$ cat src/sv/tlptw_pkg.sv
`timescale 1ns / 1ps
// ----------------------------------------------------------------------------
// tlptw_pkg
// Shared codes, types and constants of the page table walker.
// ----------------------------------------------------------------------------
package tlptw_pkg;

  typedef enum logic [1:0] {
    CMD_WRITE     = 2'd0,
    CMD_READ      = 2'd1,
    CMD_TRANSLATE = 2'd2,
    CMD_MAP       = 2'd3
  } cmd_t;

  typedef enum logic [3:0] {
    ST_OK        = 4'd0,
    ST_NOTABLE   = 4'd1,
    ST_NOTPRES   = 4'd2,
    ST_NOTUSER   = 4'd3,
    ST_BADFRAME  = 4'd4,
    ST_SAME      = 4'd5,
    ST_UPDATED   = 4'd6,
    ST_OVERWRITE = 4'd7,
    ST_REMAP     = 4'd8,
    ST_RANGE     = 4'd9
  } status_t;

  localparam logic [1:0] REG_PHYS_TOP    = 2'd0;
  localparam logic [1:0] REG_KERNEL_END  = 2'd1;
  localparam logic [1:0] REG_KERNEL_BASE = 2'd2;

  localparam logic [31:0] PHYS_TOP_RST    = 32'h0E00_0000;
  localparam logic [31:0] KERNEL_END_RST  = 32'h0010_0000;
  localparam logic [31:0] KERNEL_BASE_RST = 32'h8000_0000;

  localparam logic [31:0] PG_P       = 32'h0000_0001;
  localparam logic [31:0] PG_U       = 32'h0000_0004;
  localparam logic [31:0] PG_AD      = 32'h0000_0060;
  localparam logic [31:0] FRAME_MASK = 32'hFFFF_F000;

  // datapath -> controller
  typedef struct packed {
    logic    dir_range;   // directory word outside the store
    logic    dir_absent;  // P clear
    logic    dir_bad;     // table frame invalid (P not checked)
    logic    tbl_range;   // table word outside the store
    logic    wr_range;    // word command index outside the store
    logic    pte_write;   // map outcome needs a write-back
    status_t pte_status;  // outcome of translate/map on the entry
  } dp_status_t;

  typedef enum logic [2:0] {
    OP_NONE,
    OP_CAPTURE,  // latch item, issue directory read or word access
    OP_DIR,      // directory data valid: clear bad entry or issue table read
    OP_PTE,      // table entry valid: compute outcome, write back
    OP_FINISH    // load result register from status
  } op_t;

  typedef struct packed {
    op_t     op;
    status_t fin_status;
  } dp_cmd_t;

endpackage

$ cat src/sv/tlptw_ctrl.sv
`timescale 1ns / 1ps
// ----------------------------------------------------------------------------
// tlptw_ctrl
// Sequencer for the walk and the output handshake.
// ----------------------------------------------------------------------------
module tlptw_ctrl (
  input  logic                  clk,
  input  logic                  rst,
  input  logic                  in_valid,
  output logic                  in_ready,
  input  logic [1:0]            in_command,
  output logic                  out_valid,
  input  logic                  out_ready,
  input  tlptw_pkg::dp_status_t sts,
  output tlptw_pkg::dp_cmd_t    cmd
);
  typedef enum logic [2:0] {S_IDLE, S_WORD, S_DIR, S_PTE, S_OUT} state_t;
  state_t state;
  logic   c_range;

  assign in_ready = (state == S_IDLE) || (state == S_OUT && out_ready);

  always_comb begin
    cmd.op         = tlptw_pkg::OP_NONE;
    cmd.fin_status = tlptw_pkg::ST_OK;
    unique case (state)
      S_IDLE, S_OUT: if (in_valid && in_ready) cmd.op = tlptw_pkg::OP_CAPTURE;
      S_WORD: begin
        cmd.op = tlptw_pkg::OP_FINISH;
        cmd.fin_status = c_range ? tlptw_pkg::ST_RANGE : tlptw_pkg::ST_OK;
      end
      S_DIR: begin
        cmd.op = tlptw_pkg::OP_DIR;
      end
      S_PTE: cmd.op = tlptw_pkg::OP_PTE;
      default: ;
    endcase
  end

  always_ff @(posedge clk) begin
    if (rst) begin
      state     <= S_IDLE;
      out_valid <= 1'b0;
      c_range   <= 1'b0;
    end else begin
      unique case (state)
        S_IDLE, S_OUT: begin
          if (in_valid && in_ready) begin
            out_valid <= 1'b0;
            if ((in_command == tlptw_pkg::CMD_WRITE) ||
                (in_command == tlptw_pkg::CMD_READ)) begin
              c_range <= sts.wr_range;
              state   <= S_WORD;
            end else begin
              c_range <= sts.dir_range;
              state   <= sts.dir_range ? S_WORD : S_DIR;
            end
          end else if (state == S_OUT && out_ready) begin
            out_valid <= 1'b0;
            state     <= S_IDLE;
          end
        end
        S_WORD: begin
          out_valid <= 1'b1;
          state     <= S_OUT;
        end
        S_DIR: begin
          if (sts.dir_absent || sts.dir_bad) begin
            state <= S_OUT;
            out_valid <= 1'b1;
          end else if (sts.tbl_range) begin
            state <= S_OUT;
            out_valid <= 1'b1;
          end else state <= S_PTE;
        end
        S_PTE: begin
          out_valid <= 1'b1;
          state     <= S_OUT;
        end
        default: state <= S_IDLE;
      endcase
    end
  end

endmodule

$ cat config.mk
export PLATFORM = sky130hd
export DESIGN_NAME = tlptw_ctrl
export DESIGN_NICKNAME = d
export VERILOG_FILES = /design/src/sv/tlptw_pkg.sv /design/src/sv/tlptw_ctrl.sv
export SDC_FILE = /design/constraint.sdc
export NUM_CORES = 1
export LEC_CHECK = 0
export ABC_AREA = 1
export ABC_CLOCK_PERIOD_IN_PS = 2590
export BUFFER_PORTS_ARGS = -buffer_cell sky130_fd_sc_hd__clkbuf_2
export CAP_MARGIN = 10
export CORE_AREA = 2 2 39 41
export CTS_CLUSTER_SIZE = 16
export DETAILED_ROUTE_END_ITERATION = 8
export DIE_AREA = 0 0 41 43
export SLEW_MARGIN = 20
export SYNTH_ARGS = -nofsm -noshare
export SYNTH_HDL_FRONTEND = slang
export SYNTH_SLANG_ARGS = --single-unit
$ cat constraint.sdc
create_clock -name clk -period 2.59 [get_ports clk]
set_input_delay 0.1295 -clock clk [delete_from_list [all_inputs] [get_ports clk]]
set_output_delay 0.1295 -clock clk [all_outputs]
set_load 0.02 [all_outputs]
# == Yosys cells after proc, flatten, opt, wreduce, memory -nomap -nowiden ==
# Cells that the tools add are included.
# classes
eq_ne,7
muxes,17
n_reduce_logical,12
# ops
op,count
$mux 3,4
$pmux 3 s4,1
$pmux 3 s3,1
$mux 4,2
$eq 3x2->1 const B,2
$mux 1,6
$ne 3x3->1 const B,2
$mux 2,2
$reduce_or 2->1,2
$eq 3x1->1 const B,1
$eq 3x3->1 const B,1
$logic_not 3->1,1
$logic_or 1x1->1,3
$pmux 1 s3,1
$reduce_and 3->1,1
$reduce_bool 3->1,1
$eq 2x1->1 const B,1
$logic_and 1x1->1,2
$logic_not 2->1,1
$reduce_and 2->1,1
# totals
register_bits,5
in_bits,16
out_inout_bits,9
wordCells,39

# == Longest topological paths before layout ==
# logic_depth
ltp_word,6
ltp_mapped,7

# == Worst setup path before layout ==
# OpenSTA, ideal clock, no wires.
# synth_timing
kind,flip-flop to output port
startpoint,register state[0]
endpoint,output port cmd[3] (netlist name)
arrival_ps,980
slack_ps,1480
stages_incl_launch_ff,5
path_buffers,1
path_cell_list,dfxtp_1 inv_1 nor2_1 and3_1 buf_4
# synth_rtl
element,line,rtl
start: declaration,tlptw_ctrl.sv:18,state_t state;
start signal: assignment,tlptw_ctrl.sv:56,state <= sts.dir_range ? S_WORD : S_DIR;
end: declaration,tlptw_ctrl.sv:15,output tlptw_pkg::dp_cmd_t cmd

==> impl_metrics.json <==
{
  "busiest_layer": "met2",
  "antenna_found_initial": 0,
  "synth_edf_count": 0,
  "initial_core_util": 0.253,
  "synthArstFlopShare": 0,
  "stdcell_count": 90,
  "drive_gt1_frac": 0.405,
  "cts_made_buffers": 3,
  "fill_cells": 164,
  "yosys_warnings": 0,
  "grtUsageMet2": 0.122,
  "grt.overflow.total": 0,
  "core_area_mm2": 0.00138,
  "end_kind": "output port",
  "via_count": 357,
  "cts_buffer_depth": 2,
  "cp.required_ps": 2460,
  "die_area_mm2": 0.00176,
  "diodes": 0,
  "maxSlewViolCount": 0,
  "worstSkewPairLatency_ps": 240,
  "die_y_um": 43,
  "setup_viol": 0,
  "drv_cap": 0,
  "vias_per_cell": 3.97,
  "clk_pin_slew_ps": 40,
  "cts_hold_buf": 0,
  "drc_errors": 0,
  "cts-root-buf": "clkbuf_4",
  "yosysTopAreaCell": "dfxtp_1",
  "cts_tree": "yes",
  "grt.met1_usage": 0.106,
  "fp-row-count": 14,
  "power_density_mw_per_mm2": 517,
  "outcome": "finished clean",
  "setup_ws_ps": 1250,
  "rsz0062_at_grt": "no",
  "cts_setup_buffers": 0,
  "worst-setup-path-type": "reg2out",
  "yosysMostFrequentCell": "nand2_1",
  "hpwl_um": 559,
  "hold_viol": 0,
  "cts_resized": 0,
  "finalCriticalPeriod_ps": 1340,
  "area.growth.synth_to_final_pct": 30.7,
  "start_kind": "flop",
  "ant_nets": 0,
  "p_total_mw": 0.237,
  "cp_max_fo": 4,
  "avgSynthCellArea_um2": 6.26,
  "finalCritPeriodShare": 0.516,
  "regArea_um2": 100,
  "yosys_register_bits": 5,
  "use_met3": 0.0314,
  "first_global_vias": 286,
  "first_pass_iters": 1,
  "track_usage": 0.0933,
  "grt_pass1_wl_um": 1020,
  "wl_per_cell_um": 7.36,
  "wirelength_um": 662,
  "synth_top_cell_area_share": 0.286,
  "yosysUniqueCellTypes": 17,
  "cp.arrival_ps": 1210,
  "nNetsFinal": 91,
  "h-tree-depth": 1,
  "syn_inst": 56,
  "fmax_mhz": 748,
  "vdd_drop_max_mv": 0.160,
  "placed_cell_area_um2": 432,
  "die_x_um": 41,
  "fin_area_um2": 458,
  "yosys-top-cells-count": "nand2_1, inv_1, dfxtp_1, inv_2, nor2_1",
  "hold_path_class": "in2reg",
  "io_pins": 25,
  "clock_sinks": 5,
  "grt_max_degree": 5,
  "gp_congestion": 0.677,
  "hold_slack_ps": 97.3,
  "drt_iter0_markers": 0,
  "port_buffers": 16,
  "power_leakage_nw": 0.262,
  "multi_input_area_um2": 183,
  "synthFlopType": "dfxtp_1",
  "ys_top_cells_by_area": "dfxtp_1, nand2_1, inv_1, buf_4, nor2_4",
  "clock_skew_ps": 0.926,
  "dp_cells": 86,
  "post-route-util": 0.331,
  "yosysSeqAreaShare": 0.286,
  "tns_ps": 0,
  "synth_area_um2": 350,
  "place_ws_ps": 1490
}
[worst paths after layout]
kind / endpoint / cells after the start / start / slack, ps
min reg2reg: out_valid / 2 / out_valid / 460
max reg2reg: state[0] / 5 / state[1] / 1620
max: cmd[4] / 6 / state[1] / 1250
min: c_range / 2 / rst / 100
[critical path: stages (launching register included)]
cell	delay (ps)
dfxtp_1	330
nor2_2	140
nand2_2	90
nor2_4	130
inv_2	50
o21ai_1	60
clkbuf_2	180
[final cells by class]
type | count | share of cell area
Multi-Input combinational cell | 36 | 0.399
Sequential cell | 5 | 0.219
Timing Repair Buffer | 16 | 0.175
Inverter | 13 | 0.107
Clock buffer | 4 | 0.0574
Tap cell | 16 | 0.0437
[cell usage in the layout (no fill, tap or decap), drive strengths merged]
master	synthesis	final
a21oi	4	4
and3	1	1
clkbuf	0	20
conb	1	2
dfxtp	5	5
inv	13	13
nand2	17	17
nand3	1	1
nand4	1	1
nor2	7	7
o211ai	1	1
o21ai	2	2
[per-layer routing]
metal	routed length [um]	vias up
met4	8	0
met5	0	-
li1	-	200
met2	307	12
met3	56	2
met1	289	143
[cell families after synthesis]
group,share of synthesized area
other,0.0107
buffers and inverters,0.204
AND/OR/NAND/NOR,0.371
AO/OA/AOI/OAI,0.129
flip-flops,0.286
[report_power, final]
part | total (mW) | switching, mW | internal (mW)
Clock | 0.0892 | 0.0310 | 0.0582
Sequential | 0.0868 | 0.00414 | 0.0826
Combinational | 0.0608 | 0.0386 | 0.0222
Total | 0.237 | 0.0738 | 0.163
[registers in the layout, indices dropped and copies added (netlist names)]
name / cells
state: 3
out_valid: 1
c_range: 1
No activity file was read; power rests on OpenSTA's default activity.
